$ cat src/sfr_pkg.sv
// shared constants and types of the serial frame receiver
package sfr_pkg;

  // frame format
  localparam int PAYLOAD_LEN  = 7;
  localparam int STORE_DEPTH  = 7;
  localparam int STORE_IDX_W  = $clog2(STORE_DEPTH);
  localparam int COUNT_W      = 7;
  localparam logic [7:0] HDR_BYTE  = 8'hA5;
  localparam logic [7:0] TAIL_BYTE = 8'h5A;
  localparam logic [7:0] SUM_INIT  = 8'h00;

  // queue between parser and output stage
  localparam int QUEUE_DEPTH = 2;
  localparam int QPTR_W      = $clog2(QUEUE_DEPTH);
  localparam int QCNT_W      = $clog2(QUEUE_DEPTH + 1);

  // output word width: mode plus three 16-bit channels
  localparam int OUT_W = 56;

  // the stored payload bytes of one frame, byte 0 in the low bits
  typedef logic [STORE_DEPTH-1:0][7:0] frame_t;

  // a completed frame handed from the parser to the queue
  typedef struct packed {
    logic   valid;
    frame_t frame;
  } push_t;

  // queue status seen by both sides
  typedef struct packed {
    logic ready;
    logic valid;
  } q_stat_t;

endpackage

$ cat src/serial_frame_receiver_top.sv
// top level of the serial frame receiver
//
// Input stream s_*: one received byte per transaction in s_tdata. The
// parser hunts for header 0xA5, takes the payload bytes while summing
// them, then checks the sum byte and the tail 0x5A. A bad sum or tail
// drops the frame silently and hunting resumes with the next byte.
// Output stream m_*: one transaction per good frame, m_tdata holds mode
// in [7:0] and the signed channels x, y, turn in [23:8], [39:24], [55:40].
// Throughput is one byte per cycle while s_tready is high. A frame reaches
// m_* through the queue and the output register: the edge that takes its
// tail byte writes the frame into the queue, and a later edge, once the
// output register is free, loads it. A two-entry frame queue parts the
// parser from the output register, so bytes keep flowing while a result
// waits. s_tready drops only when the queue is full, i.e. the sink has
// stalled across several frames. Reset (rst, synchronous) returns the
// parser to hunting and empties the queue and the output register.
module serial_frame_receiver_top (
  input  logic                      clk,
  input  logic                      rst,
  input  logic                      s_tvalid,
  output logic                      s_tready,
  input  logic [7:0]                s_tdata,   // rx_byte
  output logic                      m_tvalid,
  input  logic                      m_tready,
  output logic [sfr_pkg::OUT_W-1:0] m_tdata    // mode, channel_x, channel_y, channel_turn
);
  import sfr_pkg::*;

  push_t   push;
  q_stat_t stat;
  frame_t  head;
  logic    pop;

  assign s_tready = stat.ready;

  sfr_front u_front (
    .clk      (clk),
    .rst      (rst),
    .s_tvalid (s_tvalid),
    .s_tready (s_tready),
    .s_tdata  (s_tdata),
    .push     (push)
  );

  sfr_queue u_queue (
    .clk  (clk),
    .rst  (rst),
    .push (push),
    .pop  (pop),
    .stat (stat),
    .head (head)
  );

  sfr_back u_back (
    .clk      (clk),
    .rst      (rst),
    .stat     (stat),
    .head     (head),
    .pop      (pop),
    .m_tvalid (m_tvalid),
    .m_tready (m_tready),
    .m_tdata  (m_tdata)
  );

  // a frame is never pushed into a full queue
  assert property (@(posedge clk) disable iff (rst) !(push.valid && !stat.ready))
    else $error("frame pushed into full queue");

  // a frame is only pushed on an accepted byte
  assert property (@(posedge clk) disable iff (rst) push.valid |-> (s_tvalid && s_tready))
    else $error("frame push without accepted byte");

  // the output stage only loads when the queue has a frame
  assert property (@(posedge clk) disable iff (rst) pop |-> stat.valid)
    else $error("pop from empty queue");

  // nothing is offered right after reset
  assert property (@(posedge clk) rst |=> !m_tvalid)
    else $error("output valid right after reset");

endmodule

$ cat src/sfr_front.sv
// byte parser: hunts for the header, collects payload, checks sum and tail
module sfr_front (
  input  logic          clk,
  input  logic          rst,
  input  logic          s_tvalid,
  input  logic          s_tready,
  input  logic [7:0]    s_tdata,   // rx_byte
  output sfr_pkg::push_t push
);
  import sfr_pkg::*;

  typedef enum logic [1:0] {
    PH_HUNT = 2'd0,
    PH_DATA = 2'd1,
    PH_SUM  = 2'd2,
    PH_TAIL = 2'd3
  } phase_t;

  phase_t             phase;
  logic [COUNT_W-1:0] byte_count;
  logic [7:0]         running_sum;
  frame_t             store;

  logic               accept;
  logic [COUNT_W-1:0] count_inc;

  assign accept    = s_tvalid && s_tready;
  assign count_inc = byte_count + COUNT_W'(1);

  // frame state machine
  always_ff @(posedge clk) begin
    if (rst) begin
      phase       <= PH_HUNT;
      byte_count  <= '0;
      running_sum <= SUM_INIT;
    end else if (accept) begin
      case (phase)
        PH_HUNT: begin
          if (s_tdata == HDR_BYTE) begin
            phase       <= PH_DATA;
            byte_count  <= '0;
            running_sum <= SUM_INIT;
          end
        end
        PH_DATA: begin
          running_sum <= running_sum + s_tdata;
          byte_count  <= count_inc;
          if (count_inc >= COUNT_W'(PAYLOAD_LEN)) begin
            phase <= PH_SUM;
          end
        end
        PH_SUM: begin
          phase <= (s_tdata == running_sum) ? PH_TAIL : PH_HUNT;
        end
        PH_TAIL: begin
          phase <= PH_HUNT;
        end
        default: begin
          phase <= PH_HUNT;
        end
      endcase
    end
  end

  // payload capture, bytes past the store only feed the sum
  always_ff @(posedge clk) begin
    if (accept && phase == PH_DATA && byte_count < COUNT_W'(STORE_DEPTH)) begin
      store[byte_count[STORE_IDX_W-1:0]] <= s_tdata;
    end
  end

  // good tail closes the frame
  assign push.valid = accept && phase == PH_TAIL && s_tdata == TAIL_BYTE;
  assign push.frame = store;

endmodule

$ cat src/sfr_queue.sv
// short queue of completed frames between parser and output stage
module sfr_queue (
  input  logic              clk,
  input  logic              rst,
  input  sfr_pkg::push_t    push,
  input  logic              pop,
  output sfr_pkg::q_stat_t  stat,
  output sfr_pkg::frame_t   head
);
  import sfr_pkg::*;

  frame_t            mem [QUEUE_DEPTH];
  logic [QPTR_W-1:0] wr_ptr;
  logic [QPTR_W-1:0] rd_ptr;
  logic [QCNT_W-1:0] count;

  logic do_push;
  logic do_pop;

  assign stat.ready = count != QCNT_W'(QUEUE_DEPTH);
  assign stat.valid = count != '0;
  assign do_push    = push.valid && stat.ready;
  assign do_pop     = pop && stat.valid;
  assign head       = mem[rd_ptr];

  // storage
  always_ff @(posedge clk) begin
    if (do_push) begin
      mem[wr_ptr] <= push.frame;
    end
  end

  // pointers and fill count
  always_ff @(posedge clk) begin
    if (rst) begin
      wr_ptr <= '0;
      rd_ptr <= '0;
      count  <= '0;
    end else begin
      if (do_push) begin
        wr_ptr <= (wr_ptr == QPTR_W'(QUEUE_DEPTH - 1)) ? '0 : wr_ptr + QPTR_W'(1);
      end
      if (do_pop) begin
        rd_ptr <= (rd_ptr == QPTR_W'(QUEUE_DEPTH - 1)) ? '0 : rd_ptr + QPTR_W'(1);
      end
      if (do_push && !do_pop) begin
        count <= count + QCNT_W'(1);
      end else if (do_pop && !do_push) begin
        count <= count - QCNT_W'(1);
      end
    end
  end

endmodule

$ cat src/sfr_back.sv
// output stage: unpacks a frame into mode and channels and holds it for the sink
module sfr_back (
  input  logic                      clk,
  input  logic                      rst,
  input  sfr_pkg::q_stat_t          stat,
  input  sfr_pkg::frame_t           head,
  output logic                      pop,
  output logic                      m_tvalid,
  input  logic                      m_tready,
  output logic [sfr_pkg::OUT_W-1:0] m_tdata   // mode, channel_x, channel_y, channel_turn
);
  import sfr_pkg::*;

  logic              out_valid;
  logic [7:0]        mode;
  logic signed [15:0] channel_x;
  logic signed [15:0] channel_y;
  logic signed [15:0] channel_turn;

  assign pop = stat.valid && (!out_valid || m_tready);

  // output valid flag
  always_ff @(posedge clk) begin
    if (rst) begin
      out_valid <= 1'b0;
    end else if (pop) begin
      out_valid <= 1'b1;
    end else if (m_tready) begin
      out_valid <= 1'b0;
    end
  end

  // little-endian channel assembly
  always_ff @(posedge clk) begin
    if (pop) begin
      mode         <= head[0];
      channel_x    <= signed'({head[2], head[1]});
      channel_y    <= signed'({head[4], head[3]});
      channel_turn <= signed'({head[6], head[5]});
    end
  end

  assign m_tvalid = out_valid;
  assign m_tdata  = {channel_turn, channel_y, channel_x, mode};

endmodule
$ cat config.mk
export PLATFORM = sky130hd
export DESIGN_NAME = serial_frame_receiver_top
export DESIGN_NICKNAME = d
export VERILOG_FILES = /design/src/sfr_pkg.sv /design/src/serial_frame_receiver_top.sv /design/src/sfr_front.sv /design/src/sfr_queue.sv /design/src/sfr_back.sv
export SDC_FILE = /design/constraint.sdc
export NUM_CORES = 1
export LEC_CHECK = 0
export BUFFER_PORTS_ARGS = -buffer_cell sky130_fd_sc_hd__buf_2
export CORE_ASPECT_RATIO = 0.75
export CORE_UTILIZATION = 60
export CTS_BUF_LIST = sky130_fd_sc_hd__clkbuf_8 sky130_fd_sc_hd__clkbuf_16
export DETAILED_ROUTE_END_ITERATION = 8
export PLACE_DENSITY = 0.81
export SETUP_SLACK_MARGIN = 0.02
export SLEW_MARGIN = 20
export SYNTH_ARGS = -nofsm -noshare
export SYNTH_HDL_FRONTEND = slang
export SYNTH_SLANG_ARGS = --single-unit
$ cat constraint.sdc
create_clock -name clk -period 18.5 [get_ports clk]
set_input_delay 0.925 -clock clk [delete_from_list [all_inputs] [get_ports clk]]
set_output_delay 0.925 -clock clk [all_outputs]
set_load 0.03 [all_outputs]
==> reports/metrics.yaml <==
power:
  finalPower_mw: 1.06
  vdd_ir_drop_max_uv: 66.0
  powerDensity_mw_per_mm2: 105
  p_leak_nw: 3.42
routing:
  totalWireLength_um: 15300
  post_drt_wl_per_cell_um: 20.3
  first_pass_iters: 5
  drc_errors: 0
  ant_nets: 0
  drt_iter0_drc: 419
  via_per_inst: 5.63
  num_vias: 4257
final_layout:
  regArea_mm2: 0.00717
  final_cells: 756
  diodes: 0
  multiInputGateArea_mm2: 0.00160
  drive_gt1_share_pct: 30.5
  postLayoutCoreUtil_pct: 72.2
  area_growth_pct: 15.0
  fin_area_mm2: 0.0101
  fin_nets: 567
  fillers: 812
clock_network:
  ctsHoldBuffers: 0
  cts_sinks: 246
  cts_tree: "yes"
  htree_levels: 1
  post_cts_buffers: 0
  clkTransAtPathRegs_ns: 0.06
  clk_path_buf_depth: 3
  ctsResizeCount: 0
  cts_buffers: 23
  clock_latency_ns: 0.51
  cts-root-buf: "clkbuf_16"
yosys:
  ys_ff_latch: 246
  synth_compound_area_share_pct: 2.98
  async_reset_ff_share_pct: 0
  synthMostInstantiatedCell: "edfxtp_1"
  synth_warnings: 0
  ys_seq_area_share_pct: 81.3
  syn-mean-instance-area_um2: 19.2
  yosys.cell_types.count: 44
  yosysTopAreaCellShare_pct: 76.3
  synth_mux_area_share_pct: 7.27
  synth_top_family_by_area: "multiplexers"
  netlist_area_mm2: 0.00881
  synth_top_area_cell: "edfxtp_1"
  synth_xor_area_share_pct: 1.39
  synth_area_leaders: "edfxtp_1 76%, mux2_2 7.2%, dfxtp_1 5.0%, ha_1 1.4%, nor2_1 1.1%"
  yosys.area_share.simple_pct: 4.62
  synth_common_cells: "224 x edfxtp_1, 56 x mux2_2, 25 x nor2_1"
  syn_inst: 458
  synthesis.nets: 481
  yosys_most_used_dff: "edfxtp_1"
  synth_fa_ha_area_share_pct: 1.65
  synth_enable_flop_cells: 224
worst_setup_path:
  crit_required_ns: 18.66
  end_kind: "flop"
  timing.critical_path.buf_inv: 2
  arrival_ns: 3.28
  worstRegToRegCells: 5
  critPathTopFamily: "simple AND/OR/NAND/NOR gates"
  timing.critical_path.to: "u_queue.mem[1][55]$_DFFE_PP_"
  timing_worst_setup_path_type: "in -> reg"
  worst-path-max-fanout: 30
  worst-path-stages: 6
  r2r-start: "u_front.phase[1]$_SDFFE_PP0P_"
  r2r-end: "u_queue.mem[1][55]$_DFFE_PP_"
  crit_chain: "buf_2 -> nor4bb_1 -> nand3_1 -> nor3_1 -> and2_2 -> buf_4"
  startpoint: "s_tdata[3]"
  cpPeakStageDelay_ns: 0.67
  worstSetupStartpointType: "input pin"
  slowest_stage: "and2_2"
  reg2reg_slack_ns: 15.68
job:
  drv_cap: 0
timing:
  fin_skew_ns: 0.0158
  fin_tns_setup_ns: 0
  fmax_mhz: 320
  rsz0062_at_grt: "no"
  fin_hold_ws_ns: 0.448
  fin_crit_sh_pct: 16.9
  finalHoldViolCount: 0
  drv_slew: 0
  setup_violations: 0
  worst_pin_slew_ns: 0.886
  slew_headroom_pct: 40.7
  period_minus_slack_ns: 3.12
  fin_ws_ns: 15.38
status:
  status: "complete, no violations"
global_routing:
  overflow: 0
  grt_pass1_wl_um: 23200
  antenna_found_initial: 0
  grt_max_degree: 58
  grt_pass1_vias: 4222
  grt_usage_pct: 21.1
floorplanning:
  rows: 37
  start_util_pct: 62.8
  die_width_um: 142
  coreArea_mm2: 0.0140
  die_h_um: 107
  top_level_ports: 70
  die-area_mm2: 0.0152
place:
  hpwl_um: 9430
  dpl_cell_area_mm2: 0.00939
  dp_cells: 714
  gp_congestion: 0.868
  pre_cts_slack_ns: 14.86
  port_buffers: 69
min_path:
  hold_class: "reg -> reg"
[layout make-up]
type	instances	area share [%]
Inverter	3	0.111
Timing Repair Buffer	74	3.78
Clock inverter	17	1.25
Tap cell	195	2.41
Multi-Input combinational cell	196	15.7
Sequential cell	246	70.8
Clock buffer	25	5.95
[power by group]
part           total, mW  switching [mW]  internal [mW]  leakage, nW
sequential         0.601        0.000448          0.601         2.19
combinational     0.0139         0.00994        0.00395        0.849
clock              0.450           0.188          0.262        0.384
[cells in the final DEF (no fill, tap or decap), drive strengths merged, types with 5 or more instances in the layout]
cell type / Yosys / final
edfxtp: 224 / 224
buf: 2 / 74
mux2: 56 / 56
nor2: 25 / 25
clkbuf: 11 / 25
dfxtp: 22 / 22
a21oi: 12 / 12
inv: 3 / 12
ha: 10 / 10
nand2: 10 / 10
xnor2: 9 / 9
o21ai: 8 / 8
a22oi: 8 / 8
nand2b: 7 / 7
xor2: 5 / 5
nand3: 5 / 5
clkinv: 0 / 5
[state kept, by name (all words and copies together), names as in the netlist]
| name | cells |
|---|---|
| u_back.mode | 8 |
| u_queue.wr_ptr | 1 |
| u_front.running_sum | 8 |
| u_back.m_tvalid | 1 |
| u_front.byte_count | 7 |
| u_back.channel_y | 16 |
| u_front.push | 56 |
| u_queue.mem | 112 |
| u_back.channel_turn | 16 |
| u_back.channel_x | 16 |
| u_queue.rd_ptr | 1 |
| u_front.phase | 2 |
| u_queue.count | 2 |
[cell families after synthesis]
kind of cell	Yosys count
flip-flops	246
XOR/XNOR	14
adder cells (fa/ha/maj)	11
AND/OR/NAND/NOR	74
buffers and inverters	16
AO/OA/AOI/OAI	40
multiplexers	57
[metal layers]
| metal | track usage (%) | wire, µm |
|---|---|---|
| met4 | 7.60 | 389 |
| met3 | 3.75 | 786 |
| met5 | 0 | 0 |
| met2 | 33.4 | 7350 |
| met1 | 29.8 | 6820 |
[how the worst min path moves through the flow]
stage | startpoint | to | cells past startpoint
after detailed placement | u_front.push[45]$_DFFE_PP_ | u_queue.mem[0][45]$_DFFE_PP_ | 0
after global routing | u_front.push[5]$_DFFE_PP_ | u_queue.mem[1][5]$_DFFE_PP_ | 0
after CTS | u_front.push[5]$_DFFE_PP_ | u_queue.mem[1][5]$_DFFE_PP_ | 0
final | u_front.push[45]$_DFFE_PP_ | u_queue.mem[0][45]$_DFFE_PP_ | 0
after floorplan | u_front.push[0]$_DFFE_PP_ | u_queue.mem[0][0]$_DFFE_PP_ | 0
after global placement | u_front.push[44]$_DFFE_PP_ | u_queue.mem[0][44]$_DFFE_PP_ | 0
Note: power is estimated with default switching activity, not from simulation.
